<file path="config.mk">
export PLATFORM = sky130hd
export DESIGN_NAME = gcvr_front
export DESIGN_NICKNAME = d
export VERILOG_FILES = /design/src/gcvr_pkg.sv /design/src/gcvr_front.sv
export SDC_FILE = /design/constraint.sdc
export NUM_CORES = 2
export LEC_CHECK = 0
export BUFFER_PORTS_ARGS = -buffer_cell sky130_fd_sc_hd__clkbuf_2
export CORE_MARGIN = 8
export CORE_UTILIZATION = 35
export DETAILED_ROUTE_END_ITERATION = 16
export PLACE_DENSITY = 0.6
export RECOVER_POWER = 50
export SLEW_MARGIN = 20
export SYNTH_ARGS = -nofsm -noshare
export SYNTH_HDL_FRONTEND = slang
export SYNTH_SLANG_ARGS = --single-unit
export TNS_END_PERCENT = 50
</file>
<file path="constraint.sdc">
create_clock -name clk_i -period 18.1 [get_ports clk_i]
set_clock_uncertainty 0.15 [all_clocks]
set_input_delay 0.905 -clock clk_i [delete_from_list [all_inputs] [get_ports clk_i]]
set_output_delay 0.905 -clock clk_i [all_outputs]
set_load 0.1 [all_outputs]
</file>
<file path="src/gcvr_pkg.sv">
// gcvr_pkg: shared types, constants and the sine table for the velocity resolver
// depends on nothing; imported by every module under src
package gcvr_pkg;

  localparam int unsigned SINE_TABLE_DEPTH = 1024;
  localparam int unsigned IDX_W = $clog2(SINE_TABLE_DEPTH);
  localparam int unsigned TRIG_W = 14;
  localparam int unsigned VEL_W = 16;
  localparam int unsigned NUM_LANES = 6;

  localparam int unsigned FULL_TURN = 36000;
  localparam int unsigned HALF_TURN = 18000;
  localparam int unsigned QUARTER_TURN = 9000;
  localparam int unsigned ANG_W = 17;
  localparam int unsigned PHASE_W = 16;
  localparam int unsigned N_W = PHASE_W + IDX_W + 1;
  localparam int unsigned RECIP_SHIFT = 46;
  localparam int unsigned RECIP_W = 31;
  localparam longint unsigned RECIP_MUL =
    ((64'd1 << RECIP_SHIFT) + 64'd35999) / 64'd36000;

  localparam int unsigned QDEPTH = 4;
  localparam int unsigned QPTR_W = $clog2(QDEPTH);
  localparam int unsigned QCNT_W = QPTR_W + 1;

  localparam longint unsigned HALF_PI_Q31 = 64'd3373259426;
  localparam longint unsigned ONE_Q31 = 64'd2147483648;

  // lane order of the angle indexes
  typedef enum logic [2:0] {
    LANE_SR = 3'd0,
    LANE_CR = 3'd1,
    LANE_SP = 3'd2,
    LANE_CP = 3'd3,
    LANE_SY = 3'd4,
    LANE_CY = 3'd5
  } lane_e;

  // order of the rate/velocity words carried with an item
  typedef enum logic [2:0] {
    VEL_LX = 3'd0,
    VEL_LY = 3'd1,
    VEL_LZ = 3'd2,
    VEL_WR = 3'd3,
    VEL_WP = 3'd4,
    VEL_WY = 3'd5
  } vel_e;

  typedef logic signed [TRIG_W-1:0] trig_t;
  typedef trig_t sine_tab_t [SINE_TABLE_DEPTH];

  typedef struct packed {
    logic [NUM_LANES-1:0][IDX_W-1:0] idx;
    logic [NUM_LANES-1:0][VEL_W-1:0] vel;
  } item_t;

  function automatic longint unsigned div_step(input longint unsigned p, input int n,
                                               input bit want_cos);
    longint unsigned res;
    res = 64'd0;
    if (want_cos) begin
      case (n)
        1: res = p / 64'd2;
        2: res = p / 64'd12;
        3: res = p / 64'd30;
        4: res = p / 64'd56;
        5: res = p / 64'd90;
        6: res = p / 64'd132;
        7: res = p / 64'd182;
        default: res = p / 64'd240;
      endcase
    end else begin
      case (n)
        1: res = p / 64'd6;
        2: res = p / 64'd20;
        3: res = p / 64'd42;
        4: res = p / 64'd72;
        5: res = p / 64'd110;
        6: res = p / 64'd156;
        7: res = p / 64'd210;
        default: res = p / 64'd272;
      endcase
    end
    return res;
  endfunction

  function automatic longint unsigned series_q31(input longint unsigned t, input bit want_cos);
    longint unsigned t2;
    longint unsigned acc;
    longint unsigned term;
    longint unsigned prod;
    t2 = (t * t) >> 31;
    acc = want_cos ? ONE_Q31 : t;
    term = acc;
    for (int n = 1; n <= 8; n++) begin
      prod = (term * t2) >> 31;
      term = div_step(prod, n, want_cos);
      if ((n % 2) == 1) acc = acc - term;
      else acc = acc + term;
    end
    return acc;
  endfunction

  function automatic sine_tab_t build_sine_tab();
    sine_tab_t tab;
    longint unsigned q;
    longint unsigned quad;
    longint unsigned r;
    longint unsigned t;
    longint unsigned mag;
    longint unsigned v;
    for (int k = 0; k < SINE_TABLE_DEPTH; k++) begin
      q = 64'(4 * k);
      quad = q / SINE_TABLE_DEPTH;
      r = q % SINE_TABLE_DEPTH;
      t = (r * HALF_PI_Q31 + SINE_TABLE_DEPTH / 2) / SINE_TABLE_DEPTH;
      mag = series_q31(t, quad[0]);
      v = (mag + (64'd1 << 18)) >> 19;
      tab[k] = (quad >= 64'd2) ? -TRIG_W'(v) : TRIG_W'(v);
    end
    return tab;
  endfunction

  localparam sine_tab_t SINE_TAB = build_sine_tab();

  // round to nearest, ties up, then clamp to 16 bits
  function automatic logic [15:0] round_sat(input logic signed [63:0] x,
                                            input int unsigned sh);
    logic signed [63:0] r;
    r = (x + (64'sd1 <<< (sh - 1))) >>> sh;
    if (r > 64'sd32767) r = 64'sd32767;
    if (r < -64'sd32768) r = -64'sd32768;
    return r[15:0];
  endfunction

endpackage

</file>
<file path="src/gcvr_front.sv">
// gcvr_front: accepts items and turns the three gimbal angles into sine table indexes
// depends on gcvr_pkg; feeds gcvr_queue
module gcvr_front import gcvr_pkg::*; (
  input  logic                          clk_i,
  input  logic                          rst_ni,
  input  logic                          in_valid_i,
  output logic                          in_ready_o,
  input  logic [VEL_W-1:0]              lin_x_i,
  input  logic [VEL_W-1:0]              lin_y_i,
  input  logic [VEL_W-1:0]              lin_z_i,
  input  logic [VEL_W-1:0]              ang_roll_i,
  input  logic [VEL_W-1:0]              ang_pitch_i,
  input  logic [VEL_W-1:0]              ang_yaw_i,
  input  logic [15:0]                   mount_roll_i,
  input  logic [15:0]                   mount_pitch_i,
  input  logic [15:0]                   mount_yaw_i,
  input  logic [QCNT_W-1:0]             q_count_i,
  output logic                          push_o,
  output item_t                         push_item_o
);

  logic                               v1_q;
  logic [NUM_LANES-1:0][N_W-1:0]      n1_q;
  logic [NUM_LANES-1:0][VEL_W-1:0]    vel1_q;
  logic [NUM_LANES-1:0][N_W-1:0]      n_d;
  logic                               accept;

  // angle offset by a quarter turn for cosine, none for sine, reduced to one turn
  function automatic logic [N_W-1:0] angle_to_n(input logic [15:0] a, input bit is_sin);
    logic signed [ANG_W+1:0] xs;
    logic [ANG_W-1:0]        x;
    logic [PHASE_W-1:0]      phase;
    xs = (ANG_W+2)'($signed(a)) +
         (is_sin ? (ANG_W+2)'(2 * FULL_TURN) : (ANG_W+2)'(2 * FULL_TURN + QUARTER_TURN));
    x = xs[ANG_W-1:0];
    if (x >= ANG_W'(3 * FULL_TURN)) phase = PHASE_W'(x - ANG_W'(3 * FULL_TURN));
    else if (x >= ANG_W'(2 * FULL_TURN)) phase = PHASE_W'(x - ANG_W'(2 * FULL_TURN));
    else if (x >= ANG_W'(FULL_TURN)) phase = PHASE_W'(x - ANG_W'(FULL_TURN));
    else phase = PHASE_W'(x);
    return N_W'(phase) * N_W'(SINE_TABLE_DEPTH) + N_W'(HALF_TURN);
  endfunction

  assign in_ready_o = (QCNT_W'(q_count_i) + QCNT_W'(v1_q)) < QCNT_W'(QDEPTH);
  assign accept = in_valid_i && in_ready_o;

  always_comb begin
    n_d[LANE_SR] = angle_to_n(mount_roll_i, 1'b1);
    n_d[LANE_CR] = angle_to_n(mount_roll_i, 1'b0);
    n_d[LANE_SP] = angle_to_n(mount_pitch_i, 1'b1);
    n_d[LANE_CP] = angle_to_n(mount_pitch_i, 1'b0);
    n_d[LANE_SY] = angle_to_n(mount_yaw_i, 1'b1);
    n_d[LANE_CY] = angle_to_n(mount_yaw_i, 1'b0);
  end

  always_ff @(posedge clk_i or negedge rst_ni) begin
    if (!rst_ni) begin
      v1_q <= 1'b0;
    end else begin
      v1_q <= accept;
    end
  end

  always_ff @(posedge clk_i) begin
    if (accept) begin
      n1_q <= n_d;
      vel1_q[VEL_LX] <= lin_x_i;
      vel1_q[VEL_LY] <= lin_y_i;
      vel1_q[VEL_LZ] <= lin_z_i;
      vel1_q[VEL_WR] <= ang_roll_i;
      vel1_q[VEL_WP] <= ang_pitch_i;
      vel1_q[VEL_WY] <= ang_yaw_i;
    end
  end

  // exact floor division by a full turn through the reciprocal
  always_comb begin
    logic [N_W+RECIP_W-1:0] prod;
    push_item_o.vel = vel1_q;
    for (int i = 0; i < NUM_LANES; i++) begin
      prod = (N_W+RECIP_W)'(n1_q[i]) * (N_W+RECIP_W)'(RECIP_MUL);
      push_item_o.idx[i] = prod[RECIP_SHIFT +: IDX_W];
    end
  end

  assign push_o = v1_q;

endmodule

</file>
After elaboration in Yosys (flattened, before gate mapping)

Index checks and enable logic that the tools add are counted.

Reductions and logical operators: 1
Multiply operators: 6
Magnitude comparators: 19
Mux-type cells: 18
Add/subtract/negate cells: 31

Operators by type and width:

| operator                                              | number |
|---|---|
| multiplier 27 x 31 -> 56 bit, second input constant   | 6 |
| two-way mux 16 bit                                    | 18 |
| >= comparator 17 bit, second input constant           | 12 |
| subtractor 16 bit, second input constant              | 12 |
| adder 26 x 15 -> 27 bit, second input constant        | 6 |
| adder 16 x 17 -> 17 bit, second input constant        | 6 |
| >= comparator 17 x 16 -> 1 bit, second input constant | 6 |
| subtractor 16 x 13 -> 16 bit, second input constant   | 6 |
| adder 3 x 1 -> 3 bit                                  | 1 |
| < comparator 3 bit, second input constant             | 1 |
| logical AND 1 bit                                     | 1 |

Input port bits: 150
Logic and storage cells: 88
Register bits: 259
Output and inout bits: 158

Depth between registers and ports, before layout

Depth after elaboration: 6
Gate-level depth with buffers: 25
Mapped depth without buffers: 25

Least setup slack after synthesis

OpenSTA, ideal clock, no wires.

Path kind: register to output
Start point: register, netlist name n1_q[118]
End point: output port push_item_o[154] (netlist name)
Stages on the path, launching flop included: 24
Slack: 9.117 ns
Arrival: 7.928 ns
Buffers on the path: 1
Required time: 17.045 ns
Path through: edfxtp_1 clkbuf_1 inv_1 fa_1 inv_1 ha_1 inv_1 fa_1 fa_1 inv_1 fa_1 inv_1 fa_1 inv_1 ha_1 a2111oi_0 o21ai_0 a21oi_1 o2bb2ai_1 o41ai_1 o21ai_0 o41ai_1 o21bai_1 xor2_1

RTL lines:

| element   | line             | RTL |
|---|---|---|
| to (decl) | gcvr_front.sv:19 | `output item_t push_item_o` |

==> metrics.md <==
| Metric | Value |
|---|---|
| Clock sinks | 190 |
| Maximum fanout along the worst path | 17 |
| Number of port buffers | 307 |
| First-pass GRT wire length | 238000 um |
| CTS root buf | clkbuf_16 |
| Seq cells post-synth | 190 |
| I/O pins | 308 |
| Ratio of routed vias to standard cells | 4.73 |
| RSZ-0062 raised after global routing | no |
| TritonCTS Buffers | 17 |
| Netlist cell types | 118 |
| Kind of critical path | flop to output pin |
| Post-synth top flop | edfxtp_1 |
| Number of H-tree levels | 4 |
| Drt wl/cell | 16.6 um |
| Fin nets | 8898 |
| Ant diodes | 0 |
| DIE WIDTH | 434 um |
| Period utilization | 54.0% |
| Post-synth EDFFs | 189 |
| Utilization after layout | 37.9% |
| Synth warn | 0 |
| Syn Inst Count | 6049 |
| Finished Cell Area | 0.0659 sq mm |
| Starting Density | 35.2% |
| Routability cong. | 0.893 |
| FMAX | 102 MHz |
| FP Rows | 153 |
| Hold Crit Depth | 1 |
| Worst min path class | input pin to flop |
| Crit end category | output pin |
| Status | complete, but fails checks |
| XOR/XNOR Fraction of Synth Area | 4.06% |
| Slew margin rel. | -142% |
| Setup crit start kind | flop |
| Die ar. | 0.188 sq mm |
| Max-slew violations | 55 |
| Adder-cell share of the synthesized area | 61.7% |
| DRC | 0 |
| Max-cap violations | 1 |
| Initial antenna violation count | 0 |
| Filler cells | 17500 |
| Antenna-violating nets left | 0 |
| Commonest non-fill, non-tap cell in the layout | inv_1 |
| Area growth syn-to-layout | 7.69% |
| Layout cells sized above 1 | 4.82% |
| WP data arrival | 8.72 ns |
| Commonest cells after routing, fill and taps aside | inv_1, ha_1, fa_1 |
| Total Wirelength | 144000 um |
| CTS clk-pin slew, worst paths | 0.10 ns |
| Setup TNS | 0 ns |
| Floorplan core area | 0.174 sq mm |
| Clk buf depth | 2 |
| Failing checks | max-capacitance violations, max-slew violations |
| Worst r2r path cells | 4 |
| Largest family of logic cells by synthesized area | adder cells |
| Critical path required time | 17.05 ns |
| Slew of the pin with the lowest slew margin | 3.63 ns |
| Largest net degree at the start of global routing | 77 |
| Worst-Skew Late Latency | 0.53 ns |
| Drt pass-1 iters | 5 |
| Overflow after GRT | 0 |
| Dpl cell area | 0.0654 sq mm |
| Synth Area in Simple Gates | 5.67% |
| Post-synthesis compound-gate area fraction | 7.55% |
| Drt first-iter violations | 1781 |
| CTS tree | done |
| Post-synthesis mux area share | 0.419% |
| Final setup fails | 0 |
| Area of the mapped netlist | 0.0612 sq mm |
| Vias in the first global route | 45000 |
| Hpwl dp | 127000 um |
| All-Layer GR Usage | 15.6% |
| Die height | 434 um |
| Fin crit period | 9.77 ns |
| Via count | 41000 |
| Part of the Yosys area used for sequential elements | 9.31% |
| Hold Violations, Final | 0 |
| Async set-or-reset flop fraction in the synthesized netlist | 0.526% |
| Syn Area/Cell | 10.1 sq um |
[worst paths after layout]
kind                                   from                to  slack [ns]
worst max register to register       push_o         n1_q[120]       12.94
min in group asynchronous            rst_ni            push_o        0.54
worst min register to register       push_o   push_item_o[38]        2.54
max in group asynchronous            rst_ni            push_o       17.18
worst max-delay path               n1_q[11]  push_item_o[115]        8.33
worst min-delay path            lin_y_i[14]   push_item_o[30]        0.38
[through the flow]
| stage | std cells | hold WS, ns | setup slack, ns |
|---|---|---|---|
| 2_1_floorplan | 6051 | 0.459 | 9.12 |
| 3_3_place_gp | 8633 | 0.532 | 8.73 |
| 3_5_place_dp | 8633 | 0.535 | 8.74 |
| 4_1_cts | 8666 | 0.302 | 8.07 |
| 5_1_grt | 8667 | 0.336 | 7.64 |
| 6_report | 8667 | 0.376 | 8.33 |
[routing by layer]
layer	global-route usage [%]	share of wire, %	up-vias
li1	-	-	19900
met1	20.1	44	20400
met2	28.4	51	573
met3	1.44	2.5	127
met4	3.14	1.8	0
met5	0	0	-
[cells in the mapped netlist (all sizes together), types with 17 or more instances]
master,count,area share (%)
nor2b,17,0.17
nand2b,22,0.22
nor3,59,0.49
and2,22,0.23
o21bai,18,0.24
clkbuf,35,0.27
or3,19,0.19
xnor2,185,2.6
a21o,93,1.1
nor2,171,1.1
xor2,98,1.4
nand4,35,0.36
inv,1740,11
and3,25,0.26
nand3,67,0.55
edfxtp,189,9.3
a21oi,153,1.3
o21ai,112,0.92
o211ai,29,0.38
mux2i,21,0.36
or2,18,0.18
ha,1417,29
a31oi,38,0.40
a211oi,31,0.40
fa,1002,33
nand2,133,0.82
buf,26,0.30
o21a,19,0.23
[critical path, cell delays in order (launching register included)]
cell	delay, ns
edfxtp_1	0.96
inv_1	0.63
fa_1	0.68
inv_1	0.04
ha_1	0.19
inv_1	0.08
fa_1	0.42
fa_1	0.55
inv_1	0.05
fa_1	0.47
inv_1	0.05
fa_1	0.47
inv_1	0.04
ha_1	0.28
a21o_1	0.15
a21o_1	0.18
a22o_1	0.21
o2111ai_1	0.31
a21oi_1	0.20
a31o_2	0.29
o41a_1	0.42
and4_1	0.24
a2111oi_0	0.45
xnor2_1	0.26
clkbuf_2	0.54
[flip-flops by register name, indices dropped and copies added, names as in the netlist]
signal       count
push_item_o     96
n1_q            93
push_o           1
[cell families after synthesis]
| kind of cell | count (synthesis) |
|---|---|
| and+or+nand+nor | 668 |
| adders and majority gates | 2419 |
| other | 1 |
| xor gates and xnor gates | 283 |
| muxes | 24 |
| AOI/OAI and AO/OA | 663 |
| DFF | 190 |
| buffers and inverters | 1801 |
[timing repair]
item | 4_1_cts | 5_1_grt
buffers inserted | 0 | 0
endpoints found under the hold margin | 1 | 0
resized for setup | 0 | 0
hold buffers | 1 | 0
setup endpoints to repair | 0 | 0
[cell type report]
cell class	instances	area (sq um)	share of cell area [%]
multi-input cells	4060	48600	73.8
well taps	2325	2910	4.41
repair buffers	320	1500	2.28
clock buffers	17	425	0.645
clock inverters	15	213	0.323
flip-flops and latches	190	5700	8.65
inverters	1740	6530	9.91
Power is not shown: default switching activity piles up to over one toggle a cycle in this logic, so the estimate is an artifact.
