`src/gcvr_pkg.sv`:
```
// gcvr_pkg: shared types, constants and the sine table for the velocity resolver
// depends on nothing; imported by every module under src
package gcvr_pkg;

  localparam int unsigned SINE_TABLE_DEPTH = 1024;
  localparam int unsigned IDX_W = $clog2(SINE_TABLE_DEPTH);
  localparam int unsigned TRIG_W = 14;
  localparam int unsigned VEL_W = 16;
  localparam int unsigned NUM_LANES = 6;

  localparam int unsigned FULL_TURN = 36000;
  localparam int unsigned HALF_TURN = 18000;
  localparam int unsigned QUARTER_TURN = 9000;
  localparam int unsigned ANG_W = 17;
  localparam int unsigned PHASE_W = 16;
  localparam int unsigned N_W = PHASE_W + IDX_W + 1;
  localparam int unsigned RECIP_SHIFT = 46;
  localparam int unsigned RECIP_W = 31;
  localparam longint unsigned RECIP_MUL =
    ((64'd1 << RECIP_SHIFT) + 64'd35999) / 64'd36000;

  localparam int unsigned QDEPTH = 4;
  localparam int unsigned QPTR_W = $clog2(QDEPTH);
  localparam int unsigned QCNT_W = QPTR_W + 1;

  localparam longint unsigned HALF_PI_Q31 = 64'd3373259426;
  localparam longint unsigned ONE_Q31 = 64'd2147483648;

  // lane order of the angle indexes
  typedef enum logic [2:0] {
    LANE_SR = 3'd0,
    LANE_CR = 3'd1,
    LANE_SP = 3'd2,
    LANE_CP = 3'd3,
    LANE_SY = 3'd4,
    LANE_CY = 3'd5
  } lane_e;

  // order of the rate/velocity words carried with an item
  typedef enum logic [2:0] {
    VEL_LX = 3'd0,
    VEL_LY = 3'd1,
    VEL_LZ = 3'd2,
    VEL_WR = 3'd3,
    VEL_WP = 3'd4,
    VEL_WY = 3'd5
  } vel_e;

  typedef logic signed [TRIG_W-1:0] trig_t;
  typedef trig_t sine_tab_t [SINE_TABLE_DEPTH];

  typedef struct packed {
    logic [NUM_LANES-1:0][IDX_W-1:0] idx;
    logic [NUM_LANES-1:0][VEL_W-1:0] vel;
  } item_t;

  function automatic longint unsigned div_step(input longint unsigned p, input int n,
                                               input bit want_cos);
    longint unsigned res;
    res = 64'd0;
    if (want_cos) begin
      case (n)
        1: res = p / 64'd2;
        2: res = p / 64'd12;
        3: res = p / 64'd30;
        4: res = p / 64'd56;
        5: res = p / 64'd90;
        6: res = p / 64'd132;
        7: res = p / 64'd182;
        default: res = p / 64'd240;
      endcase
    end else begin
      case (n)
        1: res = p / 64'd6;
        2: res = p / 64'd20;
        3: res = p / 64'd42;
        4: res = p / 64'd72;
        5: res = p / 64'd110;
        6: res = p / 64'd156;
        7: res = p / 64'd210;
        default: res = p / 64'd272;
      endcase
    end
    return res;
  endfunction

  function automatic longint unsigned series_q31(input longint unsigned t, input bit want_cos);
    longint unsigned t2;
    longint unsigned acc;
    longint unsigned term;
    longint unsigned prod;
    t2 = (t * t) >> 31;
    acc = want_cos ? ONE_Q31 : t;
    term = acc;
    for (int n = 1; n <= 8; n++) begin
      prod = (term * t2) >> 31;
      term = div_step(prod, n, want_cos);
      if ((n % 2) == 1) acc = acc - term;
      else acc = acc + term;
    end
    return acc;
  endfunction

  function automatic sine_tab_t build_sine_tab();
    sine_tab_t tab;
    longint unsigned q;
    longint unsigned quad;
    longint unsigned r;
    longint unsigned t;
    longint unsigned mag;
    longint unsigned v;
    for (int k = 0; k < SINE_TABLE_DEPTH; k++) begin
      q = 64'(4 * k);
      quad = q / SINE_TABLE_DEPTH;
      r = q % SINE_TABLE_DEPTH;
      t = (r * HALF_PI_Q31 + SINE_TABLE_DEPTH / 2) / SINE_TABLE_DEPTH;
      mag = series_q31(t, quad[0]);
      v = (mag + (64'd1 << 18)) >> 19;
      tab[k] = (quad >= 64'd2) ? -TRIG_W'(v) : TRIG_W'(v);
    end
    return tab;
  endfunction

  localparam sine_tab_t SINE_TAB = build_sine_tab();

  // round to nearest, ties up, then clamp to 16 bits
  function automatic logic [15:0] round_sat(input logic signed [63:0] x,
                                            input int unsigned sh);
    logic signed [63:0] r;
    r = (x + (64'sd1 <<< (sh - 1))) >>> sh;
    if (r > 64'sd32767) r = 64'sd32767;
    if (r < -64'sd32768) r = -64'sd32768;
    return r[15:0];
  endfunction

endpackage

```
`src/gcvr_queue.sv`:
```
// gcvr_queue: short word queue between the index front and the arithmetic back
// depends on gcvr_pkg
module gcvr_queue import gcvr_pkg::*; (
  input  logic              clk_i,
  input  logic              rst_ni,
  input  logic              push_i,
  input  item_t             push_item_i,
  input  logic              pop_i,
  output item_t             head_o,
  output logic              empty_o,
  output logic [QCNT_W-1:0] count_o
);

  item_t              mem_q [QDEPTH];
  logic [QPTR_W-1:0]  wr_q, wr_d;
  logic [QPTR_W-1:0]  rd_q, rd_d;
  logic [QCNT_W-1:0]  cnt_q, cnt_d;
  logic               do_pop;

  assign empty_o = (cnt_q == '0);
  assign do_pop = pop_i && !empty_o;
  assign head_o = mem_q[rd_q];
  assign count_o = cnt_q;

  always_comb begin
    wr_d = push_i ? wr_q + QPTR_W'(1) : wr_q;
    rd_d = do_pop ? rd_q + QPTR_W'(1) : rd_q;
    cnt_d = cnt_q + QCNT_W'(push_i) - QCNT_W'(do_pop);
  end

  always_ff @(posedge clk_i or negedge rst_ni) begin
    if (!rst_ni) begin
      wr_q <= '0;
      rd_q <= '0;
      cnt_q <= '0;
    end else begin
      wr_q <= wr_d;
      rd_q <= rd_d;
      cnt_q <= cnt_d;
    end
  end

  always_ff @(posedge clk_i) begin
    if (push_i) begin
      mem_q[wr_q] <= push_item_i;
    end
  end

endmodule

```
`config.mk`:
```
export PLATFORM = sky130hd
export DESIGN_NAME = gcvr_queue
export DESIGN_NICKNAME = d
export VERILOG_FILES = /design/src/gcvr_pkg.sv /design/src/gcvr_queue.sv
export SDC_FILE = /design/constraint.sdc
export NUM_CORES = 1
export LEC_CHECK = 0
export BUFFER_PORTS_ARGS = -buffer_cell sky130_fd_sc_hd__buf_2
export CAP_MARGIN = 5
export CORE_MARGIN = 4
export CORE_UTILIZATION = 30
export DETAILED_ROUTE_END_ITERATION = 10
export HOLD_SLACK_MARGIN = 0.06
export PLACE_DENSITY = 0.45
export SLEW_MARGIN = 20
export SYNTH_ARGS = -nofsm -noshare
export SYNTH_HDL_FRONTEND = slang
export SYNTH_SLANG_ARGS = --single-unit
```
`constraint.sdc`:
```
create_clock -name clk_i -period 6.7 [get_ports clk_i]
set_input_delay 1.34 -clock clk_i [delete_from_list [all_inputs] [get_ports clk_i]]
set_output_delay 1.34 -clock clk_i [all_outputs]
set_load 0.01 [all_outputs]
```
Word level (Yosys, flattened, before mapping)
Memory sizes are Yosys's and may differ from the RTL's.
Index checks and enable logic that the tools add are counted.
{ "word_totals": {"n_memories": 1, "inputBits": 160, "latch_bits": 0, "out_inout_bits": 160, "ramBits": 624, "mem_bits_ro": 0, "elab_cells": 13, "ff_bits": 7} }
{ "mem_list": {"columns": ["name", "depth", "width", "read_ports", "rd_clocked_by_memory_dff", "write_ports", "line_no", "rtl"], "rows": [
  ["mem_q", 4, 156, 1, 0, 1, "gcvr_queue.sv:14", "item_t mem_q [QDEPTH];"]
]} }
{ "op_classes": {"n_div": 0, "n_lt_le_gt_ge": 0, "shift": 0, "add_sub_neg": 4, "n_reduce_logical": 3, "muxes": 2, "eq_ne": 0, "n_bitwise": 0, "n_mul": 0} }
{ "op_table": {"columns": ["op", "count"], "rows": [
  ["$add 2x1->2 const B", 2],
  ["$add 3x1->3", 1],
  ["$logic_not 3->1", 1],
  ["$sub 3x1->3", 1],
  ["$mux 1", 2],
  ["$logic_and 1x1->1", 1],
  ["$logic_not 1->1", 1]
]} }

Longest topological paths before layout
Gate-level depths: netlist of run 1.
{ "logic_depth": {"depth_word": 4, "ltp_mapped": 9} }

Worst setup path before layout of run 1
No wires, ideal clock.
{ "synth_path": {"path_kind": "input-to-reg", "startpoint": "input port push_i", "endpoint": "memory mem_q[0][0] (netlist name) (enable)", "stages": 1, "setup_ns": 0.534, "n_path_buf": 0, "required_time_ns": 6.166, "arrival_ns": 4.877, "slack_ns": 1.288, "cell_sequence": "and2_1"} }
{ "synth_between": {"elab_chain_len": 2} }
{ "synth_rtl": {"columns": ["element", "line_no", "rtl"], "rows": [
  ["start, declared", "gcvr_queue.sv:6", "input logic push_i,"],
  ["$mux 1", "gcvr_queue.sv:44", "if (push_i) begin"],
  ["$mux 1 (not written as such)", "gcvr_queue.sv:45", "mem_q[wr_q] <= push_item_i;"],
  ["end, declared", "gcvr_queue.sv:14", null]
]} }
No other way between the ends.

==> flow_summary.yaml, run 1 <==
status:
  status: "finished, final reports clean"
cts:
  post_cts_buffers: 0
  cts_buffer_depth: 3
  numCtsBuffers: 72
  path_clk_slew_ns: 0.06
  clockRootBuffer: "clkbuf_16"
  htreeDepth: 3
  cts_tree: "yes"
  clkLatencyLatePin_ns: 0.59
  postCtsHoldBufs: 0
  cts_sinks: 631
  post_cts_resized: 0
setup_path:
  timing.rr.start: "wr_q[0]$_DFFE_PN0P_"
  reg2reg_to: "mem_q[2][103]$_DFFE_PP_"
  rrSetupSlack_ns: 4.10
  cp_slowest_cell: "dfrtp_4"
  end_kind: "output pin"
  cp_num_cells: 3
  reg2reg_depth: 4
  crit_chain: "buf_4, mux4_2, buf_2"
  endpoint: "head_o[111]"
  critPathLaunchType: "flop"
  cp.arrival_ns: 2.88
  crit_start: "rd_q[1]$_DFFE_PN0P_"
  critPathMaxStageDelay_ns: 1.08
  cp_top_family: "flip-flops"
  crit_type: "reg2out"
  crit_fanout: 56
  cp.buffers_inverters: 2
  cp.required_ns: 5.36
global_route:
  antenna_found_initial: 9
  grt_pass1_wl_um: 75100
  grt_pass1_vias: 11100
  grt_usage: 0.124
  grt_max_degree: 110
  grt_overflow: 0
floorplan:
  initial_utilization: 0.302
  core_um2: 75800
  pin_count: 320
  die_y_um: 284
  die_area_um2: 80900
  rows: 101
  die_x_um: 284
detailed_routing:
  drt_iter0_drc: 610
  firstDrtPassIters: 4
  ant_nets: 0
  wl_per_cell_um: 22.3
  via_count: 10200
  drc: 0
  viasPerCell: 4.53
  routed_wl_um: 50400
timing:
  hold_viol: 0
  finalSetupViolations: 0
  fin_crit_sh: 0.630
  fin_setup_tns_ns: 0
  fmax_mhz: 237
  skew_ns: 0.0166
  rsz0062_at_grt: "false"
  fin_crit_ns: 4.22
  max_slew_margin: 0.294
  worst_pin_slew_ns: 1.06
  drv_slew: 0
yosys:
  synth_xor_area_frac: 0.00191
  syn_inst: 850
  synth_top_family_by_area: "multiplexers"
  ys_seq_elements: 631
  syn_nets: 1017
  yosys.area_share.adder: 0.00415
  ys_seq_area_frac: 0.825
  ys_warn_count: 0
  synth-simple-area-share: 0.00147
  syn_area_um2: 22900
  synth_compound_area_frac: 0.000928
  synth_cell_types: 18
  syn_area_per_cell_um2: 27.0
  synth.mux.area_fraction: 0.153
cells_and_area:
  fill_cells: 7000
  final_common_cell: "edfxtp_1"
  stdcell_count: 2260
  fin_area_um2: 27900
  final_cell_mix: "edfxtp_1 (624), buf_2 (319), mux4_2 (156), clkbuf_16 (74), clkbuf_1 (17)"
  drive_gt1_frac: 0.464
  utilization: 0.369
  syn2layout_area_growth_pct: 21.9
  final_nets: 1387
flow_run:
  maxCapViolCount: 0
pwr:
  irDropWorstVdd_mv: 0.223
  power.leakage_nw: 9.37
  finalPower_mw: 12.6
  powerDensity_nw_per_um2: 451
placement:
  portBuffers: 319
  place.gp.congestion: 0.666
  place_area_um2: 25700
  dp.cells: 2124
  hpwl_um: 29100
worst_hold_path:
  worstHoldPathType: "reg2reg"
==> how the worst min path moves through the flow <==
stage	depth (start not counted)	slack, ns	endpoint	from
floorplan	1	0.49	wr_q[0]$_DFFE_PN0P_	wr_q[0]$_DFFE_PN0P_
global placement	1	0.52	wr_q[0]$_DFFE_PN0P_	wr_q[0]$_DFFE_PN0P_
detailed placement	1	0.53	wr_q[0]$_DFFE_PN0P_	wr_q[0]$_DFFE_PN0P_
CTS	1	0.54	count_o[2]$_DFF_PN0_	rst_ni
global route	1	0.55	count_o[2]$_DFF_PN0_	rst_ni
finish	1	0.54	wr_q[0]$_DFFE_PN0P_	wr_q[0]$_DFFE_PN0P_
==> cell type report <==
class                           instances  area, um^2  share of cell area
Sequential cell                       631       18900               0.677
Clock inverter                         39         349              0.0125
Timing Repair Buffer                  331        1770              0.0635
Clock buffer                           91        1920              0.0686
Tap cell                              978        1220              0.0438
Multi-Input combinational cell        177        3720               0.133
Inverter                                7        26.3            0.000940
Antenna cell                            6        15.0            0.000537
==> cell usage after synthesis <==
| cell type | number | share of area |
|---|---|---|
| ha_1 | 6 | 0.0033 |
| buf_6 | 15 | 0.0074 |
| xnor2_1 | 4 | 0.0015 |
| buf_4 | 1 | 0.00033 |
| o31ai_1 | 1 | 0.00033 |
| clkbuf_1 | 3 | 0.00049 |
| dfrtp_1 | 7 | 0.0076 |
| xor2_1 | 1 | 0.00038 |
| nor3_1 | 1 | 0.00022 |
| mux4_2 | 156 | 0.15 |
| o311ai_0 | 1 | 0.00038 |
| inv_1 | 7 | 0.0011 |
| and2_1 | 4 | 0.0011 |
| buf_2 | 16 | 0.0035 |
| fa_1 | 1 | 0.00087 |
| nand2_1 | 1 | 0.00016 |
| o21ai_0 | 1 | 0.00022 |
| edfxtp_1 | 624 | 0.82 |
==> cells by family (layout without fill, tap and decap cells) <==
family	count (synthesis)	after routing
flip-flops	631	631
other	0	6
XOR/XNOR	5	5
AND/OR/NAND/NOR	6	6
AO/OA/AOI/OAI	3	3
buffers and inverters	42	468
multiplexers	156	156
adder cells (fa/ha/maj)	7	7
==> flip-flops by register name, indices dropped and copies added, names as in the netlist <==
signal   count
count_o      3
mem_q      624
rd_q         2
wr_q         2
==> report_power, final <==
part	switching, mW	internal [mW]
clock network	1.54	2.19
logic	1.90	1.53
registers	0.271	5.17
==> routing by layer <==
layer / up-vias / GRT usage / routed length [um]
met5: - / 0 / 69
met1: 5399 / 0.158 / 21000
met3: 88 / 0.0431 / 3570
met4: 10 / 0.0344 / 943
met2: 288 / 0.202 / 24800
li1: 4452 / - / -
==> stage by stage <==
stage	setup WS [ns]	hold slack, ns
floorplan	1.29	0.491
global placement	3.02	0.524
detailed placement	3.03	0.531
CTS	2.34	0.536
global route	2.28	0.553
finish	2.48	0.540
==> worst reg2reg max path, stage by stage (launching register included) <==
cell,delay [ns]
dfrtp_1,0.42
inv_1,0.11
ha_1,0.15
and2_4,0.67
buf_12,0.54
Power figures use the tool's default switching activity.
==> run 2, diff against run 1 <==
--- a/config.mk
+++ b/config.mk
@@ -5,6 +5,7 @@
 export SDC_FILE = /design/constraint.sdc
 export NUM_CORES = 1
 export LEC_CHECK = 0
+export ABC_AREA = 1
 export BUFFER_PORTS_ARGS = -buffer_cell sky130_fd_sc_hd__buf_2
 export CAP_MARGIN = 5
 export CORE_MARGIN = 4
==> constraint.sdc (replaced) <==
create_clock -name clk_i -period 4.37 [get_ports clk_i]
set_input_delay 0.874 -clock clk_i [delete_from_list [all_inputs] [get_ports clk_i]]
set_output_delay 0.874 -clock clk_i [all_outputs]
set_load 0.01 [all_outputs]
==> flow_summary.yaml, run 2 <==
timing:
  rsz0062_at_grt: "false"
  finalSetupViolations: 0
  fin_crit_sh: 0.779
  drv_slew: 0
  skew_ns: 0.0180
  hold_viol: 0
  fin_crit_ns: 3.40
  fin_setup_tns_ns: 0
  max_slew_margin: 0.226
  fmax_mhz: 294
  worst_pin_slew_ns: 1.16
placement:
  portBuffers: 319
  place.gp.congestion: 0.702
  hpwl_um: 33800
yosys:
  synth_common_cells: "edfxtp_1 (624), nand2_1 (484), nor2_1 (313)"
  syn_area_per_cell_um2: 12.2
  ys_seq_area_frac: 0.762
  synth_cell_types: 19
  yosysTopAreaCell: "edfxtp_1"
  ys_seq_elements: 631
  syn_area_um2: 24800
  syn_inst: 2029
  syn_nets: 2196
  synth_top_area_frac: 0.755
  ys_warn_count: 0
  synth-edff-count: 624
  async_flop_share: 0.0111
  synth_most_common_cell: "edfxtp_1"
  synthTopCellsByArea: "edfxtp_1 (75%), nand2_1 (7.3%), nor2_1 (4.7%), o21ai_0 (4.4%), inv_1 (2.6%)"
  synth_flop_cell: "edfxtp_1"
cts:
  cts_sinks: 631
  numCtsBuffers: 74
  path_clk_slew_ns: 0.06
  postCtsHoldBufs: 1
  htreeDepth: 3
  clockRootBuffer: "clkbuf_16"
  cts_tree: "yes"
  post_cts_buffers: 0
  clkLatencyLatePin_ns: 0.60
  cts_buffer_depth: 3
  post_cts_resized: 0
cells_and_area:
  final_cell_mix: "edfxtp_1 (624), nand2_1 (484), buf_2 (319), nor2_1 (313), o21ai_0 (219)"
  syn2layout_area_growth_pct: 20.2
  largest_reg_flops: 624
  final_nets: 2519
  drive_gt1_frac: 0.189
  final_common_cell: "edfxtp_1"
  regMostFlops: "mem_q"
detailed_routing:
  viasPerCell: 4.36
  routed.top_layer: "met5"
  drc: 0
  firstDrtPassIters: 5
  drt_iter0_drc: 779
  wl_met2_um: 28700
  wl_met3_um: 4410
  wl_met1_um: 23800
  ant_nets: 0
  via_count: 15200
  routed_wl_um: 58200
  wl_per_cell_um: 16.7
pwr:
  powerDensity_nw_per_um2: 695
  power.leakage_nw: 11.7
  finalPower_mw: 20.7
  irDropWorstVdd_mv: 0.626
global_route:
  grt_pass1_vias: 15300
  grt_max_degree: 230
  grt_usage: 0.131
  grt_pass1_wl_um: 88400
  grt_overflow: 0
  antenna_found_initial: 21
floorplan:
  rows: 105
  pin_count: 320
  core_um2: 82100
  die_y_um: 296
  die_x_um: 296
  die_area_um2: 87400
  initial_utilization: 0.302
setup_path:
  end_kind: "output pin"
  cp.arrival_ns: 2.53
  crit_type: "reg2out"
  cp.required_ns: 3.50
  reg2reg_depth: 6
  rrSetupSlack_ns: 1.80
  reg2reg_to: "mem_q[1][89]$_DFFE_PP_"
  crit_fanout: 229
  timing.rr.start: "wr_q[1]$_DFFE_PN0P_"
  critPathLaunchType: "flop"
status:
  status: "finished, final reports clean"
worst_hold_path:
  whs_path_depth: 1
  min-delay-start: "push_item_i[87]"
  worstHoldPathType: "in2reg"
  min_to: "mem_q[1][87]$_DFFE_PP_"
flow_run:
  maxCapViolCount: 0
-- run 2: cell count changes after synthesis, moves of 3 or more --
cell      before  now
xnor2_1        4    1
nor2_1         0  313
buf_4          1   23
o21ai_1        0   94
and2_1         4    0
clkbuf_1       3   35
nand2_1        1  484
buf_1          0   15
buf_2         16   19
o21ai_0        1  219
inv_1          7  170
mux4_2       156    0
buf_6         15   11
-- run 2: cells by family after synthesis --
group                      after synthesis  synth area share
xor gates and xnor gates                 3           0.00106
adders and majority gates                7           0.00383
buffers and inverters                  276            0.0495
DFF                                    631             0.762
AOI/OAI and AO/OA                      313            0.0631
and+or+nand+nor                        799             0.121
-- run 2: worst max path at each step --
| stage | start | endpoint | slack (ns) | cells after the start |
|---|---|---|---|---|
| 2_1_floorplan | push_i | mem_q[0][0]$_DFFE_PP_ | 0.53 | 3 |
| 3_3_place_gp | push_i | mem_q[3][83]$_DFFE_PP_ | 1.25 | 5 |
| 3_5_place_dp | push_i | mem_q[1][79]$_DFFE_PP_ | 1.25 | 5 |
| 4_1_cts | rd_q[0]$_DFFE_PN0P_ | head_o[38] | 0.97 | 5 |
| 5_1_grt | rd_q[0]$_DFFE_PN0P_ | head_o[46] | 0.74 | 6 |
| 6_report | rd_q[0]$_DFFE_PN0P_ | head_o[75] | 0.97 | 5 |
-- run 2: layout make-up --
| type | instances | area (um^2) |
|---|---|---|
| Tap cell | 1070 | 1340 |
| Inverter | 172 | 673 |
| Multi-Input combinational cell | 1122 | 4690 |
| Fill cell | 8005 | 52300 |
| Clock buffer | 89 | 1970 |
| Timing Repair Buffer | 351 | 1930 |
| Sequential cell | 631 | 18900 |
| Clock inverter | 40 | 303 |
| Antenna cell | 11 | 27.5 |
-- run 2: through the flow --
| step | util | instance area (um^2) | hold slack [ns] | cells | worst slack (ns) |
|---|---|---|---|---|---|
| detailed placement | 0.335 | 27500 | 0.520 | 3345 | 1.25 |
| finish | 0.364 | 29800 | 0.489 | 3486 | 0.968 |
| global placement | 0.335 | 27500 | 0.514 | 3345 | 1.25 |
| CTS | 0.363 | 29800 | 0.430 | 3475 | 0.975 |
| floorplan | - | 24800 | 0.461 | 2029 | 0.528 |
| global route | 0.363 | 29800 | 0.455 | 3478 | 0.736 |
-- run 2: routing by layer --
layer,up-vias,track usage
met5,-,0
met4,20,0.0400
met3,98,0.0434
met2,294,0.226
met1,7270,0.156
li1,7510,-
-- run 2: critical path, cell delays in order (launching register included) --
cell and delay, ns:
dfrtp_4 0.48, buf_12 0.49, o21ai_0 0.23, nand2_1 0.11, nand2_1 0.09, buf_2 0.16
-- run 2: report_power, final --
group	switching [mW]	total, mW	internal (mW)
Combinational	4.74	6.83	2.09
Clock	2.36	5.75	3.39
Sequential	0.239	8.16	7.92
